**src/sv/assert_macros.svh**
```systemverilog
// Assertion macros used by the page replacement datapath.
`ifndef ASSERT_MACROS_SVH
`define ASSERT_MACROS_SVH

// Same-cycle implication, sampled on clock, off during reset.
`define ECPR_ASSERT_NOW(label, ante, cons, msg) \
   label: assert property (@(posedge clock) disable iff (reset) (ante) |-> (cons)) \
      else $error(msg);

// Next-cycle implication, sampled on clock, off during reset.
`define ECPR_ASSERT_NEXT(label, ante, cons, msg) \
   label: assert property (@(posedge clock) disable iff (reset) (ante) |=> (cons)) \
      else $error(msg);

`endif

```
**src/sv/ecpr_pkg.sv**
```systemverilog
// Shared command and status types for the clock page replacement block.
package ecpr_pkg;

   // Commands from the controller to the datapath.
   typedef struct packed {
      logic load;      // capture request word, run tag compare
      logic hit_done;  // update hit frame bits, post hit response
      logic step;      // age frame under hand, advance hand
      logic replace;   // load page into frame under hand, post miss response
   } cmd_type;

   // Status from the datapath to the controller.
   typedef struct packed {
      logic any_hit;     // some frame matched the captured page
      logic hand_clear;  // frame under hand has access and modify clear
      logic out_free;    // response register can take a word this cycle
   } status_type;

endpackage

```
**src/sv/ecpr_ctrl.sv**
```systemverilog
// Controller state machine: lookup, sweep and response sequencing.
module ecpr_ctrl (
   input  logic                clock,
   input  logic                reset,
   input  logic                req_valid,
   output logic                req_ready,
   input  ecpr_pkg::status_type status,
   output ecpr_pkg::cmd_type   cmd
);

   localparam logic [1:0] ST_IDLE    = 2'd0;
   localparam logic [1:0] ST_RESOLVE = 2'd1;
   localparam logic [1:0] ST_SWEEP   = 2'd2;

   logic [1:0] state_ff;
   logic [1:0] state_in;

   always_comb begin
      state_in  = state_ff;
      req_ready = 1'b0;
      cmd       = '0;
      unique case (state_ff)
         ST_IDLE: begin
            req_ready = 1'b1;
            if (req_valid) begin
               cmd.load = 1'b1;
               state_in = ST_RESOLVE;
            end
         end
         ST_RESOLVE: begin
            if (status.any_hit) begin
               if (status.out_free) begin
                  cmd.hit_done = 1'b1;
                  state_in     = ST_IDLE;
               end
            end else begin
               state_in = ST_SWEEP;
            end
         end
         ST_SWEEP: begin
            if (status.hand_clear) begin
               if (status.out_free) begin
                  cmd.replace = 1'b1;
                  state_in    = ST_IDLE;
               end
            end else begin
               cmd.step = 1'b1;
            end
         end
         default: begin
            state_in = ST_IDLE;
         end
      endcase
   end

   always_ff @(posedge clock) begin
      if (reset) begin
         state_ff <= ST_IDLE;
      end else begin
         state_ff <= state_in;
      end
   end

endmodule

```
**src/sv/ecpr_datapath.sv**
```systemverilog
// Frame table, clock hand, sweep update and response register.
`include "assert_macros.svh"

module ecpr_datapath #(
   parameter int FRAMES    = 4,
   parameter int PAGE_BITS = 16
) (
   input  logic                         clock,
   input  logic                         reset,
   input  logic [PAGE_BITS-1:0]         req_page_number,
   input  logic                         req_op,
   input  ecpr_pkg::cmd_type            cmd,
   output ecpr_pkg::status_type         status,
   output logic                         rsp_valid,
   input  logic                         rsp_ready,
   output logic                         rsp_hit,
   output logic [$clog2(FRAMES)-1:0]    rsp_frame_index,
   output logic [PAGE_BITS-1:0]         rsp_evicted_page,
   output logic [FRAMES-1:0]            rsp_writeback_mask
);

   localparam int IW = $clog2(FRAMES);
   localparam logic [IW-1:0] LAST = IW'(FRAMES - 1);

   logic [PAGE_BITS-1:0] tags_ff [FRAMES];
   logic [PAGE_BITS-1:0] tags_in [FRAMES];
   logic [FRAMES-1:0]    acc_ff, acc_in;
   logic [FRAMES-1:0]    mod_ff, mod_in;
   logic [IW-1:0]        hand_ff, hand_in;
   logic [FRAMES-1:0]    match_ff, match_in;
   logic [FRAMES-1:0]    wb_ff, wb_in;
   logic [PAGE_BITS-1:0] page_ff, page_in;
   logic                 wr_ff, wr_in;

   logic                 rsp_valid_ff, rsp_valid_in;
   logic                 rsp_hit_ff, rsp_hit_in;
   logic [IW-1:0]        rsp_frame_ff, rsp_frame_in;
   logic [PAGE_BITS-1:0] rsp_evicted_ff, rsp_evicted_in;
   logic [FRAMES-1:0]    rsp_mask_ff, rsp_mask_in;

   logic [IW-1:0]        hit_idx;
   logic [IW-1:0]        hand_inc;
   logic                 out_free;

   // lowest matching frame wins
   always_comb begin
      hit_idx = '0;
      for (int i = FRAMES - 1; i >= 0; i--) begin
         if (match_ff[i]) hit_idx = IW'(i);
      end
   end

   assign hand_inc = (hand_ff == LAST) ? '0 : hand_ff + 1'b1;
   assign out_free = !rsp_valid_ff || rsp_ready;

   assign status.any_hit    = |match_ff;
   assign status.hand_clear = !acc_ff[hand_ff] && !mod_ff[hand_ff];
   assign status.out_free   = out_free;

   always_comb begin
      tags_in        = tags_ff;
      acc_in         = acc_ff;
      mod_in         = mod_ff;
      hand_in        = hand_ff;
      match_in       = match_ff;
      wb_in          = wb_ff;
      page_in        = page_ff;
      wr_in          = wr_ff;
      rsp_valid_in   = rsp_valid_ff && !rsp_ready;
      rsp_hit_in     = rsp_hit_ff;
      rsp_frame_in   = rsp_frame_ff;
      rsp_evicted_in = rsp_evicted_ff;
      rsp_mask_in    = rsp_mask_ff;

      if (cmd.load) begin
         page_in = req_page_number;
         wr_in   = req_op;
         wb_in   = '0;
         for (int i = 0; i < FRAMES; i++) begin
            match_in[i] = (tags_ff[i] == req_page_number);
         end
      end

      if (cmd.hit_done) begin
         acc_in[hit_idx] = 1'b1;
         if (wr_ff) mod_in[hit_idx] = 1'b1;
         rsp_valid_in   = 1'b1;
         rsp_hit_in     = 1'b1;
         rsp_frame_in   = hit_idx;
         rsp_evicted_in = page_ff;
         rsp_mask_in    = '0;
      end

      // second chance: A1M1 keeps M, otherwise clear; dirty clear = write-back
      if (cmd.step) begin
         if (!(acc_ff[hand_ff] && mod_ff[hand_ff])) begin
            if (mod_ff[hand_ff]) wb_in[hand_ff] = 1'b1;
            mod_in[hand_ff] = 1'b0;
         end
         acc_in[hand_ff] = 1'b0;
         hand_in         = hand_inc;
      end

      if (cmd.replace) begin
         tags_in[hand_ff] = page_ff;
         hand_in          = hand_inc;
         rsp_valid_in     = 1'b1;
         rsp_hit_in       = 1'b0;
         rsp_frame_in     = hand_ff;
         rsp_evicted_in   = tags_ff[hand_ff];
         rsp_mask_in      = wb_ff;
      end
   end

   always_ff @(posedge clock) begin
      if (reset) begin
         for (int i = 0; i < FRAMES; i++) begin
            tags_ff[i] <= PAGE_BITS'(i);
         end
         acc_ff       <= '0;
         mod_ff       <= '0;
         hand_ff      <= '0;
         rsp_valid_ff <= 1'b0;
      end else begin
         tags_ff      <= tags_in;
         acc_ff       <= acc_in;
         mod_ff       <= mod_in;
         hand_ff      <= hand_in;
         rsp_valid_ff <= rsp_valid_in;
      end
   end

   always_ff @(posedge clock) begin
      match_ff       <= match_in;
      wb_ff          <= wb_in;
      page_ff        <= page_in;
      wr_ff          <= wr_in;
      rsp_hit_ff     <= rsp_hit_in;
      rsp_frame_ff   <= rsp_frame_in;
      rsp_evicted_ff <= rsp_evicted_in;
      rsp_mask_ff    <= rsp_mask_in;
   end

   assign rsp_valid          = rsp_valid_ff;
   assign rsp_hit            = rsp_hit_ff;
   assign rsp_frame_index    = rsp_frame_ff;
   assign rsp_evicted_page   = rsp_evicted_ff;
   assign rsp_writeback_mask = rsp_mask_ff;

   `ECPR_ASSERT_NOW(a_hand_range, 1'b1, hand_ff <= LAST, "clock hand out of range")
   `ECPR_ASSERT_NOW(a_replace_clear, cmd.replace, status.hand_clear, "replace of used frame")
   `ECPR_ASSERT_NEXT(a_replace_adv, cmd.replace, hand_ff != $past(hand_ff), "hand did not move")
   `ECPR_ASSERT_NOW(a_post_free, cmd.hit_done || cmd.replace, out_free, "response overwritten")

endmodule

```
**src/sv/enhanced_clock_page_replacement.sv**
```systemverilog
// Top level of the enhanced second-chance clock page replacement block.
// Each request word is one page access (page number, op: 0 read, 1 write)
// and yields exactly one response word: hit flag, frame index, evicted page
// (the request page on a hit) and a per-frame write-back mask. The frame
// tags are compared in parallel in the cycle the request is accepted; a hit
// resolves from the registered match in the resolve state once the output
// register is free. A miss goes from the resolve state into the sweep, then
// moves the clock hand one frame per cycle, aging access/modify bits, until
// it lands on a frame with both bits clear, passing over at most 2 * FRAMES
// frames. The hand sweep is what sets miss latency. Items are handled one
// at a time; the next request word is taken the cycle after a response
// lands in the output register, while that response may still wait for
// rsp_ready. A response still held in the output register stalls the next
// one until rsp_ready takes it. After reset frame i holds page i with both
// bits clear and the hand at frame 0.
module enhanced_clock_page_replacement #(
   parameter int FRAMES    = 4,
   parameter int PAGE_BITS = 16
) (
   input  logic                      clock,
   input  logic                      reset,
   input  logic                      req_valid,
   output logic                      req_ready,
   input  logic [PAGE_BITS-1:0]      req_page_number,
   input  logic                      req_op,
   output logic                      rsp_valid,
   input  logic                      rsp_ready,
   output logic                      rsp_hit,
   output logic [$clog2(FRAMES)-1:0] rsp_frame_index,
   output logic [PAGE_BITS-1:0]      rsp_evicted_page,
   output logic [FRAMES-1:0]         rsp_writeback_mask
);

   ecpr_pkg::cmd_type    cmd;
   ecpr_pkg::status_type status;

   // sequencing: idle, resolve lookup, sweep
   ecpr_ctrl u_ctrl (
      .clock     (clock),
      .reset     (reset),
      .req_valid (req_valid),
      .req_ready (req_ready),
      .status    (status),
      .cmd       (cmd)
   );

   // frame table, hand and response register
   ecpr_datapath #(
      .FRAMES    (FRAMES),
      .PAGE_BITS (PAGE_BITS)
   ) u_datapath (
      .clock              (clock),
      .reset              (reset),
      .req_page_number    (req_page_number),
      .req_op             (req_op),
      .cmd                (cmd),
      .status             (status),
      .rsp_valid          (rsp_valid),
      .rsp_ready          (rsp_ready),
      .rsp_hit            (rsp_hit),
      .rsp_frame_index    (rsp_frame_index),
      .rsp_evicted_page   (rsp_evicted_page),
      .rsp_writeback_mask (rsp_writeback_mask)
   );

endmodule

```
**config.mk**
```make
export PLATFORM = sky130hd
export DESIGN_NAME = enhanced_clock_page_replacement
export DESIGN_NICKNAME = d
export VERILOG_FILES = /design/src/sv/ecpr_pkg.sv /design/src/sv/ecpr_ctrl.sv /design/src/sv/ecpr_datapath.sv /design/src/sv/enhanced_clock_page_replacement.sv
export VERILOG_INCLUDE_DIRS = /design/src /design/src/sv
export SDC_FILE = /design/constraint.sdc
export NUM_CORES = 1
export LEC_CHECK = 0
export BUFFER_PORTS_ARGS = -buffer_cell sky130_fd_sc_hd__buf_2
export CORE_MARGIN = 2
export CORE_UTILIZATION = 54
export DETAILED_ROUTE_END_ITERATION = 12
export PLACE_DENSITY_LB_ADDON = 0.3
export SLEW_MARGIN = 20
export SYNTH_ARGS = -nofsm -noshare
export SYNTH_HDL_FRONTEND = slang
export SYNTH_SLANG_ARGS = --single-unit
```
**constraint.sdc**
```tcl
create_clock -name clock -period 2.4 [get_ports clock]
set_clock_uncertainty 0.15 [all_clocks]
set_input_delay 0.24 -clock clock [delete_from_list [all_inputs] [get_ports clock]]
set_output_delay 0.24 -clock clock [all_outputs]
set_load 0.02 [all_outputs]
```
# Yosys cells after proc, flatten, opt, wreduce, memory -nomap -nowiden

Cells that the tools add are included.

Register bits: 125
Logic and storage cells: 109

Add/sub/neg operators: 1
Order comparisons: 6
Equality and inequality tests: 9
Muxes and demuxes: 53
Bitwise operators: 7
Reduce and logical (&&, ||, !) cells: 16

Operators with widths:

| cell                                                                                | number |
|---|---|
| 16-bit two-way mux                                                                  | 5 |
| 64-bit bitwise mux                                                                  | 1 |
| 16-bit == test                                                                      | 4 |
| 4-bit two-way mux                                                                   | 12 |
| 16-bit binary-select mux with 2-bit select                                          | 1 |
| 16-bit demux with 2-bit select                                                      | 1 |
| 2-bit two-way mux                                                                   | 14 |
| 1-bit two-way mux                                                                   | 14 |
| 4-bit OR                                                                            | 3 |
| 4-bit AND                                                                           | 2 |
| 1-bit logical AND                                                                   | 6 |
| 2-bit by 3-bit < comparator with 1-bit output, second input constant                | 2 |
| 2-bit one-hot mux with 3 select lines                                               | 1 |
| 1-bit binary-select mux with 2-bit select                                           | 2 |
| 1-bit demux with 2-bit select                                                       | 2 |
| 2-bit == test, second input constant                                                | 2 |
| 2-bit by 1-bit greater-or-equal comparator with 1-bit output, second input constant | 2 |
| 1-bit logical NOT                                                                   | 4 |
| 2-bit != test, second input constant                                                | 2 |
| 4-bit NOT                                                                           | 1 |
| 2-bit nonzero test                                                                  | 2 |
| 4-bit OR reduction                                                                  | 1 |
| 3-bit greater-or-equal comparator, second input constant                            | 1 |
| 3-bit by 1-bit < comparator with 1-bit output, second input constant                | 1 |
| other kinds (6)                                                                     | 6 |

# Longest topological paths before layout

Gate-level depths: netlist of run 1.

Depth after elaboration: 14
Depth in mapped cells: 8

# By module

A second synthesis of run 1 with hierarchy kept.

Cell total of the unflattened synthesis: 570
Area, all modules: 5756.8 um2

Modules (own cells, without submodules):

| module        | instances | cells an instance | area each (um2) | sequential area each (um2) |
|---|---|---|---|---|
| ecpr_datapath | 1         | 556               | 5629.1          | 2892.8 |
| ecpr_ctrl     | 1         | 14                | 127.6           | 40.0 |

# Worst setup path after synthesis of run 1

OpenSTA, ideal clock, no wires.

Path type: register to register
Start: register u_datapath.acc_ff[1]
End: register u_datapath.rsp_evicted_ff[10] (netlist: u_datapath.rsp_evicted_page[10]) (data pin)
Setup time: 260 ps
Data arrival time: 1966 ps
Required time: 1990 ps
Path slack: 24 ps
Stages on the path, launching flop included: 7
Path buffers: 2
Cell sequence: dfxtp_1 > or2_0 > mux4_2 > buf_6 > nor3_4 > buf_12 > mux2_4

Word-level cells in the longest chain between the ends: 7

RTL lines:

| element                                   | line                 | source |
|---|---|---|
| from (decl)                               | ecpr_datapath.sv:27  | `logic [FRAMES-1:0] acc_ff, acc_in;` |
| from (signal assigned)                    | ecpr_datapath.sv:126 | `acc_ff <= acc_in;` |
| 1-bit binary-select mux with 2-bit select | ecpr_datapath.sv:57  | `assign status.hand_clear = !acc_ff[hand_ff] && !mod_ff[hand_ff];` |
| 1-bit two-way mux (not written as such)   | ecpr_datapath.sv:57  |  |
| 1-bit logical NOT                         | ecpr_datapath.sv:57  |  |
| 1-bit logical AND                         | ecpr_datapath.sv:57  |  |
| 1-bit two-way mux                         | ecpr_ctrl.sv:41      | `if (status.hand_clear) begin` |
| 2-bit two-way mux                         | ecpr_ctrl.sv:22      | `unique case (state_ff)` |
| 16-bit two-way mux                        | ecpr_datapath.sv:104 | `if (cmd.replace) begin` |
| net u_datapath.rsp_evicted_in[10]         | ecpr_datapath.sv:38  | `logic [PAGE_BITS-1:0] rsp_evicted_ff, rsp_evicted_in;` |
| to (signal assigned)                      | ecpr_datapath.sv:140 | `rsp_evicted_ff <= rsp_evicted_in;` |
| to (decl)                                 | ecpr_datapath.sv:38  |  |

The timed path passes the listed nets, and every way through them passes these cells. The select of a mux whose other input is x is not followed.
A chain may end at the register's enable or synchronous reset.

# Final worst setup path of run 1

Start: register u_datapath.acc_ff[1]
End: register u_datapath.rsp_evicted_ff[15] (netlist: u_datapath.rsp_evicted_page[15]) (data pin)

Same word-level chain as after synthesis.

==> summary.md, run 1 <==
| Metric | Value |
|---|---|
| Die area | 0.01238 mm2 |
| Die W | roughly 110 um |
| CP endpoint kind | flop |
| Max Fclk | 0.4327 GHz |
| Share of cells above drive strength 1 | 0.2093 |
| I/O pin cnt | 46 |
| Layout fillers | 884 |
| Max IR drop VDD | approximately 0.48 mV |
| Min cycle time layout | approximately 2.3 ns |
| RSZ-0062 raised after global routing | no |
| Drt first-iter violations | 516 |
| Vias in the first global route | 4803 |
| Avg WL per Cell | 20.76 um |
| Initial antenna violation count | 0 |
| Synth warn | 0 |
| Synth unique cells | 41 |
| Avg Synthesized Cell Area | 10.33 um2 |
| Final global-route overflow total | 0 |
| Synth Instances | between 600 and 700 |
| DR vias | 5026 |
| Post-synthesis sequential area ratio | 0.4722 |
| Largest net degree at the start of global routing | 50 |
| Actual slew at the worst max-slew pin | 0.5685 ns |
| Total CTS buffers | 17 |
| Via-per-instance ratio | 6.190 |
| Seq cells post-synth | roughly 130 |
| Pwr/cell area | 696.2 mW/mm2 |
| Outcome | finished clean |
| Pins over their slew limit | 0 |
| H-tree depth | 4 |
| Leakage power | 2.624 nW |
| DRC errors left | 0 |
| Total of max-cap violations | 0 |
| WL final | 16860 um |
| Asr flop ratio synth | 0 |
| Post-DRT Antenna Nets | 0 |
| Worst Path Max Fanout | 23 |
| EDFF count, synth | between 40 and 50 |
| Area of the multi-input gates | 0.002998 mm2 |
| Clock Sinks | 125 |
| Nets | between 600 and 700 |
| CTS Root Cell | clkbuf_16 |
| Fin Setup TNS | 0 ns |
| Clock buffer depth | 2 |
| Synth-to-layout area growth | 18.49% |
| Min-delay src | reset |
| Die Ht | 111.2 um |
| Crit Path Category | flop to flop |
| Core footprint | 0.01132 mm2 |
| GPL Wtd Cong | 0.8836 |
| Crit path from | u_datapath.acc_ff[1] |
| Gr usage total | 0.2781 |
| CTS tree | built |
| First-pass GRT wire length | 26420 um |
| Worst r2r src | u_datapath.acc_ff[1] |
| Final hold vios | 0 |
| Clk_lat worst skew | between 0.4 and 0.5 ns |
| Critical path arrival | approximately 2.3 ns |
| DR pass1 iterations | 5 |
| CP startpoint kind | flop |
| Initial core utilization | 0.5486 |
| Final number of setup-violating endpoints | 0 |
| Slew headroom | 0.6202 |
| Number of antenna diodes | 0 |
| Primary FF master, synth | dfxtp_1 |
| Worst Path Required | 2.41 ns |
| Hold Crit Class | input pin to flop |
| Fin cells | 812 |
| Post-Syn Area | 0.006211 mm2 |
| Fin crit share | 0.9629 |
| Syn nets | 626 |
| CTS clk-pin slew, worst paths | 0.06 ns |
| Inst Count DP | about 760 |
| DP HPWL | 10570 um |
| I/O Buffers | between 40 and 50 |
| Row count | 39 |
| Register Area | 0.002933 mm2 |
[cells in the final DEF, fill, tap and decap left out, types with 2 or more instances in the layout]
cell / count
clkinv_2: 5
nor3_1: 2
nor2_1: 19
or2_1: 2
buf_12: 3
edfxtp_1: 43
nand2b_1: 3
mux2_2: 3
a21oi_1: 55
o21ai_0: 48
nor2b_1: 6
buf_4: 28
mux4_2: 19
nand3_1: 55
a22o_1: 4
mux2i_1: 19
dfxtp_1: 82
and2_1: 5
ha_1: 4
nand4_1: 17
nor4_1: 4
buf_2: 45
a211oi_1: 9
mux2_4: 13
inv_1: 7
bufinv_16: 2
or2_0: 2
dlygate4sd3_1: 17
clkbuf_1: 6
clkbuf_16: 17
nor3b_1: 2
a31oi_1: 5
and3_1: 5
nand2_1: 34
xnor2_1: 68
[power by group]
part           internal (mW)  switching (mW)  leakage (nW)  total (mW)
Combinational          0.154           0.243          1.28       0.396
Clock                   1.54           0.895         0.272        2.44
Sequential              2.25          0.0380          1.07        2.29
[per-stage QoR]
step	instance area, um2	utilization	setup WS [ns]	power (mW)	hold slack (ns)
6_report	7360	0.6501	0.08908	5.124	0.09916
5_1_grt	7360	0.6501	0.03935	5.268	0.1056
4_1_cts	7360	0.6501	0.08959	5.130	0.09112
3_5_place_dp	6635	0.5861	0.09094	2.701	0.2711
3_3_place_gp	6635	0.5861	0.1527	2.694	0.2688
2_1_floorplan	6211	-	0.02387	2.572	0.1889
[logic make-up (layout without fill, tap and decap cells)]
family,Yosys count,in the layout,share of synthesized area
adder cells (fa/ha/maj),4,4,0.008058
flip-flops,125,125,0.4722
XOR/XNOR,68,68,0.09589
AO/OA/AOI/OAI,127,127,0.1130
AND/OR/NAND/NOR,158,158,0.1293
multiplexers,54,54,0.1364
buffers and inverters,65,133,0.04513
[critical path: stages (launching register included)]
cell	delay, ns
dfxtp_1	0.30
or2_0	0.23
mux4_2	0.52
nor3_4	0.25
buf_12	0.24
mux2_2	0.35
[cell type report]
class                           instances  share of cell area
Multi-Input combinational cell        411              0.4073
Clock inverter                          8             0.01258
Timing Repair Buffer                   93             0.09045
Tap cell                              143             0.02431
Inverter                                8            0.004080
Clock buffer                           24             0.06273
Sequential cell                       125              0.3985
[worst paths after layout]
path,slack (ns),to,cells past startpoint
max,0.09,u_datapath.rsp_evicted_page[15],5
max reg2reg,0.09,u_datapath.rsp_evicted_page[15],5
min reg2reg,0.31,u_datapath.rsp_hit,2
min,0.1,u_datapath.tags_ff[49],2
[synthesized netlist by cell type (5+ instances only)]
master | count | share of area
a21oi_1 | 55 | 0.044
mux4_2 | 19 | 0.069
nor2_1 | 19 | 0.011
xnor2_1 | 68 | 0.096
dfxtp_1 | 82 | 0.26
clkbuf_1 | 45 | 0.027
nand2_1 | 34 | 0.021
and2_1 | 5 | 0.0050
nand3_1 | 55 | 0.044
a31oi_1 | 5 | 0.0050
buf_1 | 5 | 0.0030
edfxtp_1 | 43 | 0.21
a211oi_1 | 9 | 0.011
mux2i_1 | 19 | 0.031
inv_1 | 7 | 0.0042
and3_1 | 5 | 0.0050
nor2b_1 | 6 | 0.0060
mux2_4 | 13 | 0.031
o21ai_0 | 48 | 0.039
nand4_1 | 17 | 0.017
[per-layer routing]
| metal | up-vias | wire length, um | global-route usage |
|---|---|---|---|
| met1 | 2448 | 6924 | 0.3610 |
| li1 | 2272 | - | - |
| met5 | - | 0 | 0 |
| met4 | 0 | 476 | 0.1251 |
| met3 | 55 | 1367 | 0.05303 |
| met2 | 251 | 8090 | 0.4537 |
[registers in the layout, indices dropped and copies added, names as in the netlist, 2 cells and up]
register and count:
u_datapath.tags_ff 64, u_datapath.page_ff 16, u_datapath.rsp_evicted_page 16, u_datapath.acc_ff 4
u_datapath.match_ff 4, u_datapath.mod_ff 4, u_datapath.rsp_writeback_mask 4, u_datapath.wb_ff 4
u_ctrl.state_ff 2, u_datapath.hand_ff 2, u_datapath.rsp_frame_index 2
[timing repair]
item	in CTS	in global routing
hold buffers	17	0
endpoints found under the hold margin	17	0
gates resized for setup	0	0
setup buffers	0	0
Power figures use the tool's default switching activity.
==> run 2, diff against run 1 <==
--- a/config.mk
+++ b/config.mk
@@ -7,8 +7,8 @@
 export NUM_CORES = 1
 export LEC_CHECK = 0
 export BUFFER_PORTS_ARGS = -buffer_cell sky130_fd_sc_hd__buf_2
-export CORE_MARGIN = 2
 export CORE_UTILIZATION = 54
+export CTS_BUF_LIST = sky130_fd_sc_hd__clkbuf_16
 export DETAILED_ROUTE_END_ITERATION = 12
 export PLACE_DENSITY_LB_ADDON = 0.3
 export SLEW_MARGIN = 20
==> summary.md, run 2 (synthesis gave the netlist of run 1 again) <==
| Metric | Value |
|---|---|
| Critical Path Max Stage Delay | 0.53 ns (about the same) |
| CTS Root Cell | clkbuf_16 |
| Final hold vios | 0 (unchanged) |
| Max IR drop VDD | 0.6140 mV (+27%) |
| Int Power | 4.159 mW (+5.4%) |
| Failing checks | negative setup slack |
| Commonest cells after routing, fill and taps aside | 82 x dfxtp_1, 68 x xnor2_1, 55 x a21oi_1, 55 x nand3_1, 48 x o21ai_0 |
| Inst Count DP | 762 (-0.13%) |
| Initial antenna violation count | 0 (unchanged) |
| DR pass1 iterations | 5 (unchanged) |
| Capturing point of the worst reg2reg path | u_datapath.rsp_evicted_page[14] |
| Final Total Pwr | 5.375 mW (+4.9%) |
| Number of flip-flops in the largest register | 64 (unchanged) |
| Core footprint | 0.01103 mm2 (-2.6%) |
| CP top delay family | multiplexers |
| Clock buffer depth | 2 (unchanged) |
| GRT busiest layer | met2 |
| GPL Wtd Cong | 0.9399 (+6.4%) |
| H-tree depth | 4 (unchanged) |
| Critical path arrival | 2.44 ns (+0.11 ns) |
| Largest net degree at the start of global routing | 48 (-4.0%) |
| Hold Crit Class | input pin to flop |
| DR vias | 5092 (+1.3%) |
| Row count | 38 (-2.6%) |
| Buf/Inv on CP | 2 (+1) |
| CTS clk-pin slew, worst paths | 0.06 ns (about the same) |
| Drt first-iter violations | 548 (+6.2%) |
| CP startpoint kind | flop |
| Worst Path Required | 2.44 ns (+0.03 ns) |
| Hold path endpoint | u_ctrl.state_ff[0] |
| Slew headroom | 0.6724 (+0.05212) |
| I/O Buffers | 45 (unchanged) |
| Clock network fraction of total power | 0.500 (+0.024) |
| Worst Path Max Fanout | 8 (-65%) |
| R2R Setup Slk | -0.008 ns (-0.10 ns) |
| Worst r2r src | u_datapath.acc_ff[1] |
| Reg power frac | 0.426 (-0.020) |
| Clock Sinks | 125 (unchanged) |
| Post-DRT Antenna Nets | 0 (unchanged) |
| M1 GR Usage | 0.3908 (+0.02975) |
| Avg WL per Cell | 21.19 um (+2.0%) |
| CP endpoint kind | flop |
| Fin crit share | 1.003 (+0.04056) |
| Combinational share of power | 0.075 (-0.002) |
| Hold path cells | 4 (+2) |
| WL final | 17290 um (+2.5%) |
| Post-CTS sizing | 0 (unchanged) |
| Number of antenna diodes | 0 (unchanged) |
| Fin cells | 816 (+0.49%) |
| Pins over their slew limit | 0 (unchanged) |
| CTS tree | built |
| Switch Pwr | 1.216 mW (+3.4%) |
| First-pass GRT wire length | 26390 um (-0.11%) |
| Fin Setup TNS | -0.04373 ns (-0.04373 ns) |
| DP HPWL | 10970 um (+3.8%) |
| Synth-to-layout area growth | 21.07% |
| Outcome | finished, violations left |
| Slowest stage cell, crit path | mux4_2 |
| Min cycle time layout | 2.408 ns (+0.09733 ns) |
| Met2 Track Usage GR | 0.4807 (+0.02702) |
| Vias in the first global route | 4976 (+3.6%) |
| Gr usage total | 0.3082 (+0.03007) |
| Most common cell after layout, fill and taps aside | dfxtp_1 |
| Worst setup margin | -0.008253 ns (-0.09733 ns) |
| Actual slew at the worst max-slew pin | 0.4909 ns (-0.07755 ns) |
| I/O pin cnt | 46 (unchanged) |
| Nets | 688 (+1.0%) |
| Post-route design area | 0.007520 mm2 (+2.2%) |
| Pwr/cell area | 714.8 mW/mm2 (+2.7%) |
| Initial core utilization | 0.5631 (+0.01444) |
| Placed Area | 0.006646 mm2 (+0.17%) |
| Share of cells above drive strength 1 | 0.2204 (+0.01115) |
| Met3 usage | 0.09504 (+0.04200) |
| Top reg by flops | u_datapath.tags_ff |
| Die area | 0.01193 mm2 (-3.6%) |
| Clk_lat worst skew | 0.43 ns (+0.02 ns) |
| Crit path cell chain | or2_0 > mux4_2 > nor3_4 > buf_4 > clkbuf_16 > mux2_4 |
| Final number of setup-violating endpoints | 7 (+7) |
| Total of max-cap violations | 0 (unchanged) |
| Die Ht | 109.2 um (-1.8%) |
| Die W | 109.2 um (-1.8%) |
| Crit Path Category | flop to flop |
| Max Fclk | 0.4152 GHz (-4.0%) |
| DRC errors left | 0 (unchanged) |
| R2R depth | 6 (+1) |
| Total CTS buffers | 17 (unchanged) |
| Leakage power | 2.706 nW (+3.1%) |
| Min-delay src | req_valid |
| Switching share of total power | 0.2263 (-0.003299) |
| Via-per-instance ratio | 6.240 (+0.82%) |
| Final global-route overflow total | 0 (unchanged) |
[run 2: routing by layer]
metal  vias up  wire length [um]
li1       2288                 -
met1      2461              7034
met2       297              8079
met3        46              1763
met4         0               410
met5         -                 0
[run 2: what timing repair did]
action / 4_1_cts / 5_1_grt
endpoints found under the setup margin: 0 / 1
endpoints found under the hold margin: 17 / 0
hold buffers: 17 / 0
buffers inserted: 0 / 3
[run 2: through the flow]
stage,utilization,setup slack [ns],hold slack (ns)
after global routing,0.6817,-0.02369,0.1162
after global placement,0.6025,0.1300,0.2669
final,0.6817,-0.008253,0.1048
after CTS,0.6751,0.06359,0.09127
after detailed placement,0.6025,0.07786,0.2748
after floorplan,-,0.02387,0.1889
[run 2: final cells by class]
cell class | instances | area (um2)
inverter | 8 | 30.03
timing repair buffer | 100 | 753.2
clock buffer | 21 | 525.5
sequential | 125 | 2933
tap | 140 | 175.2
fill | 849 | 3511
clock inverter | 11 | 105.1
multi-input combinational | 411 | 2998
[run 2: power groups by stage]
stage,clock network (mW),registers [mW],logic [mW]
after floorplan,0,2.35,0.224
after global placement,0,2.33,0.365
after detailed placement,0,2.33,0.372
after CTS,2.72,2.29,0.394
after global routing,2.81,2.29,0.428
final,2.69,2.29,0.401
[run 2: worst register-to-register path: stages, from the launching register on]
cell and delay (ns):
dfxtp_1 0.30, or2_0 0.26, mux4_2 0.53, nor3_4 0.24
buf_4 0.19, clkbuf_16 0.19, mux2_4 0.30
[run 2: worst max-delay path by stage]
| stage | start | endpoint | slack [ns] | cells past startpoint |
|---|---|---|---|---|
| 5_1_grt | u_datapath.acc_ff[1] | u_datapath.rsp_evicted_page[10] | -0.02 | 6 |
| 3_5_place_dp | u_datapath.acc_ff[1] | u_datapath.rsp_evicted_page[1] | 0.08 | 5 |
| 3_3_place_gp | u_datapath.acc_ff[0] | u_datapath.rsp_evicted_page[0] | 0.13 | 5 |
| 6_report | u_datapath.acc_ff[1] | u_datapath.rsp_evicted_page[14] | -0.008 | 6 |
| 2_1_floorplan | u_datapath.acc_ff[1] | u_datapath.rsp_evicted_page[10] | 0.02 | 6 |
| 4_1_cts | u_datapath.acc_ff[1] | u_datapath.rsp_evicted_page[1] | 0.06 | 5 |
==> run 3, diff against run 2 <==
--- a/config.mk
+++ b/config.mk
@@ -6,6 +6,7 @@
 export SDC_FILE = /design/constraint.sdc
 export NUM_CORES = 1
 export LEC_CHECK = 0
+export ABC_AREA = 1
 export BUFFER_PORTS_ARGS = -buffer_cell sky130_fd_sc_hd__buf_2
 export CORE_UTILIZATION = 54
 export CTS_BUF_LIST = sky130_fd_sc_hd__clkbuf_16
@@ -14,4 +15,5 @@
 export SLEW_MARGIN = 20
 export SYNTH_ARGS = -nofsm -noshare
 export SYNTH_HDL_FRONTEND = slang
+export SYNTH_HIERARCHICAL = 1
 export SYNTH_SLANG_ARGS = --single-unit
==> summary.md, run 3 <==
| Metric | Value |
|---|---|
| Outcome | finished clean |
| Clock Sinks | 125 (unchanged) |
| Buf/Inv on CP | 7 (+5) |
| Final number of setup-violating endpoints | 0 (-7) |
| Top-area cell type share of the netlist area | 0.2723 (+0.008009) |
| Fin Setup TNS | 0 ns (+0.04373 ns) |
| Pins over their slew limit | 0 (unchanged) |
| Capturing point of the worst reg2reg path | u_datapath/rsp_evicted_page[8] |
| Asr flop ratio synth | 0 (unchanged) |
| Slew headroom | 0.5347 (-0.1376) |
| Crit Path Category | flop to flop |
| Slowest stage cell, crit path | dfxtp_2 |
| Max Fclk | 0.4440 GHz (+6.9%) |
| First-pass GRT wire length | 26160 um (-0.86%) |
| Worst Path Required | 2.41 ns (-0.03 ns) |
| DRC errors left | 0 (unchanged) |
| Final hold vios | 0 (unchanged) |
| Most common cell in the netlist | nor2_1 |
| R2R Setup Slk | 0.15 ns (+0.16 ns) |
| Avg WL per Cell | 16.50 um (-22%) |
| DP HPWL | 10740 um (-2.1%) |
| Row count | 38 (unchanged) |
| Fin crit share | 0.9384 (-0.06508) |
| Actual slew at the worst max-slew pin | 0.6979 ns (+0.2070 ns) |
| Post-synthesis sequential area ratio | 0.4865 (+0.01431) |
| Seq cells post-synth | 125 (unchanged) |
| Initial antenna violation count | 0 (unchanged) |
| Nets | 871 (+27%) |
| Hold Crit Class | input pin to flop |
| EDFF count, synth | 43 (unchanged) |
| Min-delay src | rsp_ready |
| I/O pin cnt | 46 (unchanged) |
| WL final | 16490 um (-4.6%) |
| Post-synth top cells | 172 x nor2_1, 117 x nand2_1, 91 x o21ai_0 |
| Synth Instances | 770 (+28%) |
| Top reg by flops | u_datapath/tags_ff |
| CTS tree | built |
| H-tree depth | 4 (unchanged) |
| Clock buffer depth | 2 (unchanged) |
| Most common cell on crit path | inv_1 |
| Worst Path Max Fanout | 7 (-1) |
| Crit path cell chain | inv_2 > nand2_1 > nand3_1 > nand2_1 > inv_1 > nand3_1 > inv_1 > inv_1 > nor4_4 > buf_6 > clkinv_1 > buf_4 > a21oi_1 > o21ai_0 |
| Share of cells above drive strength 1 | 0.1560 (-0.06442) |
| Avg Synthesized Cell Area | 7.829 um2 (-24%) |
| Total CTS buffers | 17 (unchanged) |
| Post-Route Utilization | 0.6716 (-0.01009) |
| CTS Root Cell | clkbuf_16 |
| Critical Path Max Stage Delay | 0.35 ns (-0.18 ns) |
| Critical path arrival | 2.26 ns (-0.18 ns) |
| GPL Wtd Cong | 0.9200 (-2.1%) |
| Number of flip-flops in the largest register | 64 (unchanged) |
| Syn nets | 795 (+27%) |
| Core footprint | 0.01084 mm2 (-1.7%) |
| Vias in the first global route | 5395 (+8.4%) |
| Most common cell after layout, fill and taps aside | nor2_1 |
| Commonest cells after routing, fill and taps aside | 171 x nor2_1, 116 x nand2_1, 91 x o21ai_0, 81 x dfxtp_1, 55 x inv_1 |
| CTS clk-pin slew, worst paths | 0.05 ns (about the same) |
| Total of max-cap violations | 0 (unchanged) |
| Worst r2r src | u_datapath/hand_ff[0] |
| Gr usage total | 0.3021 (-0.006105) |
| RSZ-0062 raised after global routing | no |
| Initial core utilization | 0.5561 (-0.006973) |
| R2R depth | 14 (+8) |
| Synth-to-layout area growth | 20.78% |
| Pwr/cell area | 729.9 mW/mm2 (+2.1%) |
| CP startpoint kind | flop |
| Clk_lat worst skew | 0.42 ns (about the same) |
| I/O Buffers | 45 (unchanged) |
| Max IR drop VDD | 0.5196 mV (-15%) |
| Post-Syn Area | 0.006028 mm2 (-2.9%) |
| CP top delay family | buffers and inverters |
| Hold path endpoint | u_datapath/rsp_valid |
| DR pass1 iterations | 5 (unchanged) |
| CP endpoint kind | flop |
| Die area | 0.01159 mm2 (-2.9%) |
| Min cycle time layout | 2.252 ns (-0.1562 ns) |
| Synth top area cells | dfxtp_1 27%, edfxtp_1 21%, nor2_1 11% |
| Synth warn | 6 (+6) |
| Hold path cells | 4 (unchanged) |
| Number of antenna diodes | 0 (unchanged) |
| DR vias | 5511 (+8.2%) |
| Die W | 107.7 um (-1.5%) |
| Synth unique cells | 30 (-27%) |
| Leakage power | 2.918 nW (+7.8%) |
| Post-DRT Antenna Nets | 0 (unchanged) |
| Largest net degree at the start of global routing | 74 (+54%) |
| Primary FF master, synth | dfxtp_1 |
| Drt first-iter violations | 479 (-13%) |
| Cell accounting for the most synthesized area | dfxtp_1 |
| Via-per-instance ratio | 5.517 (-12%) |
| Die Ht | 107.7 um (-1.5%) |
| Final global-route overflow total | 0 (unchanged) |
-- run 3: changes by cell type in the layout (fill, tap and decap cells not counted), sizes merged, moves of 16 or more --
cell	change
nor2	+154
mux4	-19
mux2	-16
inv	+51
a21oi	-20
o21ai	+44
mux2i	-19
xnor2	-21
nand3	-27
nand2	+88
-- run 3: final cells by class --
class | count | area (um2)
multi-input cells | 541 | 2658
clock buffers | 17 | 425.4
fillers | 888 | 3560
well taps | 140 | 175.2
inverters | 60 | 225.2
clock inverters | 15 | 156.4
flip-flops and latches | 125 | 2934
repair buffers | 101 | 706.9
-- run 3: timing repair --
| item | CTS | global route |
|---|---|---|
| gates resized for setup | 0 | 2 |
| hold buffers | 19 | 0 |
| endpoints found under the hold margin | 21 | 0 |
| setup endpoints to repair | 0 | 25 |
| setup buffers | 0 | 2 |
-- run 3: per-stage QoR --
step	total power [mW]	std cells	hold WS, ns	area, um2	worst slack (ns)
CTS	5.332	996	0.001803	7256	0.1146
floorplan	2.637	770	0.1594	6036	0.002122
global placement	2.782	945	0.2693	6484	0.2182
detailed placement	2.794	945	0.2693	6484	0.1392
finish	5.314	999	0.005947	7281	0.1479
global route	5.473	999	0.03402	7281	0.05363
-- run 3: how the worst max path moves through the flow --
stage	start	endpoint	slack (ns)	cells after the start
after floorplan	u_datapath/hand_ff[0]	u_datapath/rsp_evicted_page[0]	0.002	12
after global placement	u_datapath/hand_ff[0]	u_datapath/rsp_frame_index[0]	0.22	13
after detailed placement	u_datapath/hand_ff[0]	u_datapath/rsp_evicted_page[8]	0.14	14
after CTS	u_datapath/hand_ff[0]	u_datapath/rsp_writeback_mask[1]	0.11	14
after global routing	u_datapath/hand_ff[0]	u_datapath/rsp_evicted_page[7]	0.05	14
final	u_datapath/hand_ff[0]	u_datapath/rsp_evicted_page[8]	0.15	14
-- run 3: worst register-to-register path: stages (launching register included) --
cell and delay [ns]:
dfxtp_2 0.35, inv_2 0.09, nand2_1 0.06, nand3_1 0.07
nand2_1 0.07, inv_1 0.07, nand3_1 0.07, inv_1 0.06
inv_1 0.07, nor4_4 0.21, buf_6 0.17, clkinv_1 0.08
buf_4 0.18, a21oi_1 0.17, o21ai_0 0.12
-- run 3: logic make-up (layout without fill, tap and decap cells) --
group / count (synthesis) / in the layout / share of synthesized area
AO/OA/AOI/OAI: 145 / 145 / 0.1262
XOR/XNOR: 47 / 47 / 0.06828
adder cells (fa/ha/maj): 4 / 4 / 0.008303
buffers and inverters: 104 / 193 / 0.07576
flip-flops: 125 / 125 / 0.4865
AND/OR/NAND/NOR: 345 / 345 / 0.2350
-- run 3: power by group --
part	internal (mW)	total, mW	switching, mW
sequential	2.28	2.32	0.0496
combinational	0.173	0.460	0.287
clock	1.61	2.53	0.924
total	4.05	5.31	1.26
-- run 3: metal layers --
metal	up-vias	track usage	part of all wire
met5	-	0	0
met4	0	0.1448	0.026
met3	44	0.07688	0.075
met2	256	0.4908	0.48
met1	2566	0.3740	0.42
li1	2645	-	-
